## src/indexed_shift_list_core_macros.svh

```systemverilog
// ----------------------------------------------------------------------------
// indexed_shift_list_core assertion macros
// Shared concurrent assertion forms for the list core modules.
// ----------------------------------------------------------------------------
`ifndef INDEXED_SHIFT_LIST_CORE_MACROS_SVH
`define INDEXED_SHIFT_LIST_CORE_MACROS_SVH

// same-cycle implication
`define ISL_ASSERT_IMPLY(lbl, clk, rstn, ante, cons) \
	lbl: assert property (@(posedge clk) disable iff (!rstn) (ante) |-> (cons)) \
		else $error("isl assertion failed");

// next-cycle implication
`define ISL_ASSERT_NEXT(lbl, clk, rstn, ante, cons) \
	lbl: assert property (@(posedge clk) disable iff (!rstn) (ante) |=> (cons)) \
		else $error("isl assertion failed");

`endif

```

## src/isl_pkg.sv

```systemverilog
// ----------------------------------------------------------------------------
// isl_pkg
// Transaction types, command and status codes, and the controller/datapath
// interface structs of the indexed shift list core.
// ----------------------------------------------------------------------------
`default_nettype none

package isl_pkg;

	localparam logic [3:0] CMD_READ   = 4'd0;
	localparam logic [3:0] CMD_WRITE  = 4'd1;
	localparam logic [3:0] CMD_INSERT = 4'd2;
	localparam logic [3:0] CMD_ERASE  = 4'd3;
	localparam logic [3:0] CMD_PUSH   = 4'd4;
	localparam logic [3:0] CMD_POP    = 4'd5;
	localparam logic [3:0] CMD_CLEAR  = 4'd6;
	localparam logic [3:0] CMD_RESIZE = 4'd7;
	localparam logic [3:0] CMD_ASSIGN = 4'd8;
	localparam logic [3:0] CMD_FRONT  = 4'd9;
	localparam logic [3:0] CMD_BACK   = 4'd10;

	localparam logic [1:0] ST_OK    = 2'd0;
	localparam logic [1:0] ST_RANGE = 2'd1;
	localparam logic [1:0] ST_FULL  = 2'd2;

	typedef struct packed {
		logic [3:0]         cmd;
		logic [5:0]         index;
		logic signed [31:0] value;
		logic [6:0]         count;
	} req_t;

	typedef struct packed {
		logic signed [31:0] read_value;
		logic [6:0]         length;
		logic               is_empty;
		logic [1:0]         status;
	} rsp_t;

	typedef enum logic [1:0] {
		RSEL_IDX,
		RSEL_ZERO,
		RSEL_LAST
	} rsel_t;

	typedef enum logic {
		WSEL_IDX,
		WSEL_CNT
	} wsel_t;

	typedef enum logic [1:0] {
		PSEL_CNT,
		PSEL_IDX,
		PSEL_ZERO
	} psel_t;

	typedef enum logic [2:0] {
		CNT_HOLD,
		CNT_INC,
		CNT_DEC,
		CNT_ZERO,
		CNT_LOAD
	} cnt_op_t;

	typedef struct packed {
		logic       load_item;
		logic       rd_clear;
		logic       rd_capture;
		logic       st_load;
		logic [1:0] st_code;
		logic       rd_en;
		rsel_t      rsel;
		logic       wr_en;
		wsel_t      wsel;
		logic       ptr_load;
		psel_t      psel;
		logic       shift_step;
		logic       fill_step;
		cnt_op_t    cnt_op;
		logic       out_load;
	} ctl_t;

	typedef struct packed {
		logic [3:0] cmd;
		logic       idx_ge_cnt;
		logic       idx_gt_cnt;
		logic       cnt_full;
		logic       cnt_zero;
		logic       n_gt_cap;
		logic       shift_more;
		logic       pend;
		logic       fill_more;
	} stat_t;

endpackage

`default_nettype wire

```

## src/isl_ctrl.sv

```systemverilog
// ----------------------------------------------------------------------------
// isl_ctrl
// Command sequencer: takes a transaction, checks it, steps the shift or fill
// loop and hands the result to the output register.
// ----------------------------------------------------------------------------
`default_nettype none
`include "indexed_shift_list_core_macros.svh"

module isl_ctrl (
	input  wire             clk,
	input  wire             arst_n,
	input  wire             req_valid,
	output logic            req_stall,
	output logic            rsp_valid,
	input  wire             rsp_stall,
	input  isl_pkg::stat_t  stat,
	output isl_pkg::ctl_t   ctl
);
	import isl_pkg::*;

	typedef enum logic [6:0] {
		S_IDLE  = 7'b0000001,
		S_CHECK = 7'b0000010,
		S_READ  = 7'b0000100,
		S_SHIFT = 7'b0001000,
		S_FILL  = 7'b0010000,
		S_FINAL = 7'b0100000,
		S_OUT   = 7'b1000000
	} state_t;

	state_t state_q, state_d;
	logic   rsp_valid_q;

	assign req_stall = (state_q != S_IDLE);
	assign rsp_valid = rsp_valid_q;

	always_comb begin
		ctl     = '0;
		state_d = state_q;
		unique case (state_q)
			S_IDLE: begin
				if (req_valid) begin
					ctl.load_item = 1'b1;
					state_d       = S_CHECK;
				end
			end
			S_CHECK: begin
				ctl.rd_clear = 1'b1;
				ctl.st_load  = 1'b1;
				ctl.st_code  = ST_OK;
				state_d      = S_OUT;
				unique case (stat.cmd)
					CMD_READ: begin
						if (stat.idx_ge_cnt) begin
							ctl.st_code = ST_RANGE;
						end else begin
							ctl.rd_en = 1'b1;
							ctl.rsel  = RSEL_IDX;
							state_d   = S_READ;
						end
					end
					CMD_WRITE: begin
						if (stat.idx_ge_cnt) begin
							ctl.st_code = ST_RANGE;
						end else begin
							ctl.wr_en = 1'b1;
							ctl.wsel  = WSEL_IDX;
						end
					end
					CMD_INSERT: begin
						priority if (stat.idx_gt_cnt) begin
							ctl.st_code = ST_RANGE;
						end else if (stat.cnt_full) begin
							ctl.st_code = ST_FULL;
						end else begin
							ctl.ptr_load = 1'b1;
							ctl.psel     = PSEL_CNT;
							state_d      = S_SHIFT;
						end
					end
					CMD_ERASE: begin
						if (stat.idx_ge_cnt) begin
							ctl.st_code = ST_RANGE;
						end else begin
							ctl.ptr_load = 1'b1;
							ctl.psel     = PSEL_IDX;
							state_d      = S_SHIFT;
						end
					end
					CMD_PUSH: begin
						if (stat.cnt_full) begin
							ctl.st_code = ST_FULL;
						end else begin
							ctl.wr_en  = 1'b1;
							ctl.wsel   = WSEL_CNT;
							ctl.cnt_op = CNT_INC;
						end
					end
					CMD_POP: begin
						if (!stat.cnt_zero) begin
							ctl.cnt_op = CNT_DEC;
						end
					end
					CMD_CLEAR: begin
						ctl.cnt_op = CNT_ZERO;
					end
					CMD_RESIZE, CMD_ASSIGN: begin
						if (stat.n_gt_cap) begin
							ctl.st_code = ST_FULL;
						end else begin
							ctl.ptr_load = 1'b1;
							ctl.psel     = (stat.cmd == CMD_RESIZE) ? PSEL_CNT : PSEL_ZERO;
							state_d      = S_FILL;
						end
					end
					CMD_FRONT, CMD_BACK: begin
						if (stat.cnt_zero) begin
							ctl.st_code = ST_RANGE;
						end else begin
							ctl.rd_en = 1'b1;
							ctl.rsel  = (stat.cmd == CMD_FRONT) ? RSEL_ZERO : RSEL_LAST;
							state_d   = S_READ;
						end
					end
					default: begin
					end
				endcase
			end
			S_READ: begin
				ctl.rd_capture = 1'b1;
				state_d        = S_OUT;
			end
			S_SHIFT: begin
				ctl.shift_step = 1'b1;
				if (!stat.shift_more && !stat.pend) begin
					state_d = S_FINAL;
				end
			end
			S_FILL: begin
				ctl.fill_step = 1'b1;
				if (!stat.fill_more) begin
					ctl.cnt_op = CNT_LOAD;
					state_d    = S_OUT;
				end
			end
			S_FINAL: begin
				if (stat.cmd == CMD_INSERT) begin
					ctl.wr_en  = 1'b1;
					ctl.wsel   = WSEL_IDX;
					ctl.cnt_op = CNT_INC;
				end else begin
					ctl.cnt_op = CNT_DEC;
				end
				state_d = S_OUT;
			end
			S_OUT: begin
				if (!rsp_valid_q || !rsp_stall) begin
					ctl.out_load = 1'b1;
					state_d      = S_IDLE;
				end
			end
			default: begin
				state_d = S_IDLE;
			end
		endcase
	end

	always_ff @(posedge clk or negedge arst_n) begin
		if (!arst_n) begin
			state_q     <= S_IDLE;
			rsp_valid_q <= 1'b0;
		end else begin
			state_q <= state_d;
			if (ctl.out_load) begin
				rsp_valid_q <= 1'b1;
			end else if (!rsp_stall) begin
				rsp_valid_q <= 1'b0;
			end
		end
	end

	`ISL_ASSERT_IMPLY(a_out_guard, clk, arst_n, ctl.out_load, (!rsp_valid_q || !rsp_stall))
	`ISL_ASSERT_IMPLY(a_rsp_rise, clk, arst_n, $rose(rsp_valid_q), $past(state_q == S_OUT))

endmodule

`default_nettype wire

```

## src/isl_dpath.sv

```systemverilog
// ----------------------------------------------------------------------------
// isl_dpath
// Element store, element count, loop pointer, status flags and result
// register. Shifts move one element per cycle through the registered read.
// ----------------------------------------------------------------------------
`default_nettype none
`include "indexed_shift_list_core_macros.svh"

module isl_dpath #(
	parameter int CAPACITY = 64
) (
	input  wire             clk,
	input  wire             arst_n,
	input  isl_pkg::req_t   req,
	input  isl_pkg::ctl_t   ctl,
	output isl_pkg::stat_t  stat,
	output isl_pkg::rsp_t   rsp
);
	import isl_pkg::*;

	localparam int AW = (CAPACITY > 1) ? $clog2(CAPACITY) : 1;
	localparam int CW = $clog2(CAPACITY + 1);
	localparam int XW = (CW > 7) ? CW : 7;

	logic [31:0]   mem [CAPACITY];

	logic [3:0]    cmd_q;
	logic [5:0]    idx_q;
	logic [31:0]   val_q;
	logic [6:0]    n_q;
	logic [CW-1:0] cnt_q;
	logic [CW-1:0] ptr_q;
	logic [AW-1:0] wa_q;
	logic          pend_q;
	logic [31:0]   rdata_q;
	logic [31:0]   rd_q;
	logic [1:0]    st_q;
	rsp_t          rsp_q;

	logic [XW-1:0] idx_x, cnt_x, n_x, ptr_x, cap_x;
	logic [CW-1:0] cnt_m1, src;
	logic          is_ins, shift_more, fill_more;
	logic          we, re;
	logic [AW-1:0] waddr, raddr;
	logic [31:0]   wdata;

	assign idx_x  = XW'(idx_q);
	assign cnt_x  = XW'(cnt_q);
	assign n_x    = XW'(n_q);
	assign ptr_x  = XW'(ptr_q);
	assign cap_x  = XW'(CAPACITY);
	assign cnt_m1 = cnt_q - CW'(1);
	assign is_ins = (cmd_q == CMD_INSERT);
	assign src    = is_ins ? (ptr_q - CW'(1)) : (ptr_q + CW'(1));

	assign shift_more = is_ins ? (ptr_x > idx_x) : ((ptr_x + XW'(1)) < cnt_x);
	assign fill_more  = (ptr_x < n_x);

	assign stat.cmd        = cmd_q;
	assign stat.idx_ge_cnt = (idx_x >= cnt_x);
	assign stat.idx_gt_cnt = (idx_x > cnt_x);
	assign stat.cnt_full   = (cnt_x >= cap_x);
	assign stat.cnt_zero   = (cnt_q == '0);
	assign stat.n_gt_cap   = (n_x > cap_x);
	assign stat.shift_more = shift_more;
	assign stat.pend       = pend_q;
	assign stat.fill_more  = fill_more;

	assign rsp = rsp_q;

	always_comb begin
		we    = 1'b0;
		re    = 1'b0;
		waddr = '0;
		raddr = '0;
		wdata = val_q;
		if (ctl.rd_en) begin
			re = 1'b1;
			unique case (ctl.rsel)
				RSEL_IDX:  raddr = idx_x[AW-1:0];
				RSEL_ZERO: raddr = '0;
				RSEL_LAST: raddr = cnt_m1[AW-1:0];
				default:   raddr = '0;
			endcase
		end
		if (ctl.wr_en) begin
			we    = 1'b1;
			waddr = (ctl.wsel == WSEL_CNT) ? cnt_q[AW-1:0] : idx_x[AW-1:0];
		end
		if (ctl.fill_step && fill_more) begin
			we    = 1'b1;
			waddr = ptr_q[AW-1:0];
		end
		if (ctl.shift_step) begin
			if (shift_more) begin
				re    = 1'b1;
				raddr = src[AW-1:0];
			end
			if (pend_q) begin
				we    = 1'b1;
				waddr = wa_q;
				wdata = rdata_q;
			end
		end
	end

	always_ff @(posedge clk) begin
		if (we) begin
			mem[waddr] <= wdata;
		end
		if (re) begin
			rdata_q <= mem[raddr];
		end
	end

	always_ff @(posedge clk) begin
		if (ctl.load_item) begin
			cmd_q <= req.cmd;
			idx_q <= req.index;
			val_q <= req.value;
			n_q   <= req.count;
		end
		if (ctl.shift_step && shift_more) begin
			wa_q <= ptr_q[AW-1:0];
		end
		if (ctl.rd_clear) begin
			rd_q <= '0;
		end else if (ctl.rd_capture) begin
			rd_q <= rdata_q;
		end
		if (ctl.st_load) begin
			st_q <= ctl.st_code;
		end
		if (ctl.out_load) begin
			rsp_q.read_value <= rd_q;
			rsp_q.length     <= cnt_x[6:0];
			rsp_q.is_empty   <= (cnt_q == '0);
			rsp_q.status     <= st_q;
		end
		if (ctl.ptr_load) begin
			unique case (ctl.psel)
				PSEL_CNT:  ptr_q <= cnt_q;
				PSEL_IDX:  ptr_q <= idx_x[CW-1:0];
				PSEL_ZERO: ptr_q <= '0;
				default:   ptr_q <= '0;
			endcase
		end else if (ctl.shift_step && shift_more) begin
			ptr_q <= src;
		end else if (ctl.fill_step && fill_more) begin
			ptr_q <= ptr_q + CW'(1);
		end
	end

	always_ff @(posedge clk or negedge arst_n) begin
		if (!arst_n) begin
			cnt_q  <= '0;
			pend_q <= 1'b0;
		end else begin
			unique case (ctl.cnt_op)
				CNT_HOLD: cnt_q <= cnt_q;
				CNT_INC:  cnt_q <= cnt_q + CW'(1);
				CNT_DEC:  cnt_q <= cnt_m1;
				CNT_ZERO: cnt_q <= '0;
				CNT_LOAD: cnt_q <= n_x[CW-1:0];
				default:  cnt_q <= cnt_q;
			endcase
			if (ctl.ptr_load) begin
				pend_q <= 1'b0;
			end else if (ctl.shift_step) begin
				pend_q <= shift_more;
			end
		end
	end

	`ISL_ASSERT_IMPLY(a_cnt_cap, clk, arst_n, 1'b1, (cnt_x <= cap_x))
	`ISL_ASSERT_IMPLY(a_wr_range, clk, arst_n, we, (XW'(waddr) < cap_x))

endmodule

`default_nettype wire

```

## src/indexed_shift_list_core.sv

```systemverilog
// Flow: a transaction is taken while idle, checked, then read, shifted or filled as needed
// before its result is loaded into the output register. Insert/erase move one element per
// cycle through the store's registered read port and write port; resize/assign write the
// filled entries in turn. A stalled output holds the result until the stall is released.
// One transaction in flight; the next is accepted in the cycle after the result
// is loaded into the output register. Reset clears the element count, not the store.
// ----------------------------------------------------------------------------
// indexed_shift_list_core
// Fixed-capacity list of signed 32-bit words with indexed access, insert,
// erase, push/pop, clear, resize and assign.
// ----------------------------------------------------------------------------
`default_nettype none

module indexed_shift_list_core #(
	parameter int CAPACITY = 64
) (
	input  wire             clk,
	input  wire             arst_n,
	input  wire             req_valid,
	output logic            req_stall,
	input  isl_pkg::req_t   req,
	output logic            rsp_valid,
	input  wire             rsp_stall,
	output isl_pkg::rsp_t   rsp
);
	import isl_pkg::*;

	ctl_t  ctl;
	stat_t stat;

	isl_ctrl u_ctrl (
		.clk       (clk),
		.arst_n    (arst_n),
		.req_valid (req_valid),
		.req_stall (req_stall),
		.rsp_valid (rsp_valid),
		.rsp_stall (rsp_stall),
		.stat      (stat),
		.ctl       (ctl)
	);

	isl_dpath #(
		.CAPACITY (CAPACITY)
	) u_dpath (
		.clk    (clk),
		.arst_n (arst_n),
		.req    (req),
		.ctl    (ctl),
		.stat   (stat),
		.rsp    (rsp)
	);

endmodule

`default_nettype wire
```

## config.mk

```make
export PLATFORM = sky130hd
export DESIGN_NAME = indexed_shift_list_core
export DESIGN_NICKNAME = d
export VERILOG_FILES = /design/src/isl_pkg.sv /design/src/isl_ctrl.sv /design/src/isl_dpath.sv /design/src/indexed_shift_list_core.sv
export VERILOG_INCLUDE_DIRS = /design/src /design/src/src
export SDC_FILE = /design/constraint.sdc
export NUM_CORES = 2
export LEC_CHECK = 0
export BUFFER_PORTS_ARGS = -buffer_cell sky130_fd_sc_hd__buf_2
export CORE_MARGIN = 3
export CORE_UTILIZATION = 30
export CTS_BUF_LIST = sky130_fd_sc_hd__clkbuf_4 sky130_fd_sc_hd__clkbuf_8
export CTS_CLUSTER_DIAMETER = 100
export DETAILED_ROUTE_END_ITERATION = 8
export SYNTH_ARGS = -nofsm -noshare
export SYNTH_HDL_FRONTEND = slang
export SYNTH_HIERARCHICAL = 1
export SYNTH_SLANG_ARGS = --single-unit
```

## constraint.sdc

```tcl
create_clock -name clk -period 6.02 [get_ports clk]
set_input_delay 0.301 -clock clk [delete_from_list [all_inputs] [get_ports clk]]
set_output_delay 0.301 -clock clk [all_outputs]
set_load 0.02 [all_outputs]
```

==> impl_metrics.csv <==
group,metric,value,unit
run,cap_violations,0,
synth,synth.distinct_cells,80,
pwr,power,34.3,mW
detailed_routing,vias,60100,
synth,synthCells,6671,
clock_tree,cts.sinks,2234,
timing,min_period,5790,ps
critical_path,required,6820,ps
clock_tree,cts_setup_buffers,0,
placement,dpl.cell_count,10600,
cells_and_area,layout.nets,7222,
synth,ys_ff_latch,2234,
global_routing,grt_pass1_vias,57100,
critical_path,cp-start-kind,"flip-flop",
floorplanning,die_w,552,um
hold_path,min_path_type,"input pin to flip-flop",
clock_tree,numCtsBuffers,368,
timing,period_share,96.1,%
floorplanning,start_util,30.3,%
clock_tree,worstSkewPairLatency,1090,ps
critical_path,crit_fanout,50,
cells_and_area,fin_cells,11300,
synth,synth_ff_type,"edfxtp_1",
critical_path,r2r_cells,22,
floorplanning,die_height,552,um
synth,synth-compound-area-share,5.51,%
floorplanning,rows,199,
cells_and_area,design_area,105000,um^2
placement,post-dp-hpwl,158000,um
timing,skew,103,ps
critical_path,critPathLaunch,"u_dpath/cnt_q[1]",
floorplanning,coreArea,295000,um^2
synth,ys_top_cells_by_area,"edfxtp_1 (74%), nand2_1 (7.7%), nand3_1 (4.3%)",
clock_tree,htree_num_levels,5,
synth,synthSimpleGateAreaFrac,15.8,%
global_routing,grt_pass1_wl,403000,um
floorplanning,dieArea,304000,um^2
detailed_routing,drc_errors,0,
clock_tree,cts.clk_slew.worst_paths,60,ps
synth,synth_top_area_share,73.5,%
pwr,p_per_area,328,nW/um^2
synth,yosysSeqAreaShare,74.7,%
clock_tree,cts_tree,"built",
timing,hold_violations,0,
pwr,vdd_drop_max,0.278,mV
detailed_routing,firstDrtPassIters,6,
critical_path,crit_arrival,6590,ps
critical_path,crit_type,"flip-flop to flip-flop",
synth,syn_avg_cell_area,13.4,um^2
timing,slew_viol_final,0,
detailed_routing,viasPerCell,5.31,
placement,place_area,96800,um^2
timing,maxSlewHeadroom,21.0,%
status,status,"complete, no violations",
cells_and_area,layout_common_cells,"edfxtp_1 (2,186), nand2_1 (1,824), nand3_1 (761)",
synth,synth_fp_nets,6753,
detailed_routing,drt_iter0_drc,8193,
timing,worst_slew_pin_slew,1180,ps
global_routing,track_usage,18.0,%
synth,yosysTopAreaCell,"edfxtp_1",
global_routing,antenna_found_initial,20,
timing,whs,129,ps
synth,yosysWarnings,6,
timing,setup_viol_count_final,0,
synth,async_reset_ff_share,0.716,%
placement,gp_congestion,0.894,
detailed_routing,drt-total-wl,283000,um
global_routing,grt.overflow.total,0,
cells_and_area,area_delta_synth_final,17.2,%
synth,synthAdderAreaFrac,0.406,%
hold_path,hold_depth,4,
critical_path,worstReg2RegStart,"u_dpath/cnt_q[1]",
timing,max_freq,173,MHz
clock_tree,cts_buffer_depth,4,
clock_tree,cts_root_buffer,"clkbuf_8",
synth,synth_xor_area_share,0.157,%
pwr,p_leak,35.6,nW
floorplanning,io_pins,97,
synth,synth_edf_count,2186,
placement,io_buffers,96,
hold_path,min_from,"rsp_stall",
critical_path,end_kind,"flip-flop",
detailed_routing,ant_nets,0,
cells_and_area,drive_gt1_share,15.7,%
synth,synth_mux_area_share,1.07,%
synth,syn-cell-area,89300,um^2
cells_and_area,layout_commonest_cell,"edfxtp_1",
global_routing,grt_start_max_net_pins,133,
synth,synth_top_family_by_area,"simple AND/OR/NAND/NOR gates",
detailed_routing,wl_per_cell,25.0,um
flip-flops by register name (all words and copies together), names as in the netlist:
signal	count
u_ctrl/rsp_valid	1
u_ctrl/state_q	7
u_dpath/cmd_q	4
u_dpath/cnt_q	7
u_dpath/idx_q	6
u_dpath/mem	2048
u_dpath/n_q	7
u_dpath/pend_q	1
u_dpath/ptr_q	7
u_dpath/rd_q	32
u_dpath/rdata_q	32
u_dpath/rsp	42
u_dpath/st_q	2
u_dpath/val_q	32
u_dpath/wa_q	6
critical path, cell delays in order (launching register included):
cell     delay [ps]
dfrtp_1         380
inv_1           180
ha_1            270
nor3b_1         400
and2_1          210
nand2_1          90
nor2_1          180
nor2_1           80
a21oi_1         220
nor3_1          120
nor2b_2         240
nand2_1         140
nand3_4         170
and2_4          310
buf_12          200
buf_12          160
buf_12          180
buf_4           200
nand2_1          60
and3_1          150
a311o_1         120
nand4_1         740
or3_1           650
final timing paths:
check | end | slack [ps]
min reg2reg | u_dpath/rsp[0] | 430
max in group asynchronous | u_dpath/cnt_q[2] | 4880
min | u_ctrl/rsp_valid | 130
max reg2reg | u_dpath/rdata_q[1] | 230
max | u_dpath/rdata_q[1] | 230
min in group asynchronous | u_dpath/cnt_q[6] | 530
Yosys cell counts (all sizes together) (53+ instances only):
cell	n
nand4	113
mux2i	58
clkbuf	226
nor2	149
nand2	1826
a211oi	149
a31oi	155
a311oi	54
and3	218
buf	226
a311o	53
nand3	762
edfxtp	2186
a32oi	98
layer usage:
metal	part of all wire [%]	wire, um	global-route usage, %
met4	3.9	11000	7.36
met2	45	128000	27.9
met5	0.036	103	0
met3	11	30500	4.19
met1	40	113000	24.4
cell families after synthesis:
kind of cell    Yosys count
compound gates          634
simple gates           3184
xor+xnor                 16
buf+inv                 483
mux                      91
flops                  2234
fa+ha+maj                29
power breakdown:
group	switching, mW	total [mW]	internal [mW]
Combinational	2.55	3.33	0.785
Clock	5.86	12.7	6.80
Sequential	0.212	18.3	18.1
what timing repair did:
action,in CTS,in global routing
hold endpoints to repair,133,0
setup endpoints to repair,0,5
resized for setup,0,4
hold buffers,102,0
final cells by class:
| type | instances | area (um^2) |
|---|---|---|
| tap | 3919 | 4900 |
| fill | 28000 | 190000 |
| inverter | 31 | 116 |
| clock buffer | 508 | 6190 |
| antenna | 20 | 50.0 |
| sequential | 2234 | 66700 |
| clock inverter | 114 | 626 |
| timing repair buffer | 551 | 4980 |
| multi-input combinational | 3954 | 21200 |
metrics by stage:
step	TNS [ps]	worst slack, ps	util, %
final	0	233	35.5
after CTS	0	132	35.5
after global routing	-59.2	-59.2	35.5
after floorplan	0	1290	-
after global placement	0	41.4	32.8
after detailed placement	0	123	32.8
No activity file was read; power rests on OpenSTA's default activity.
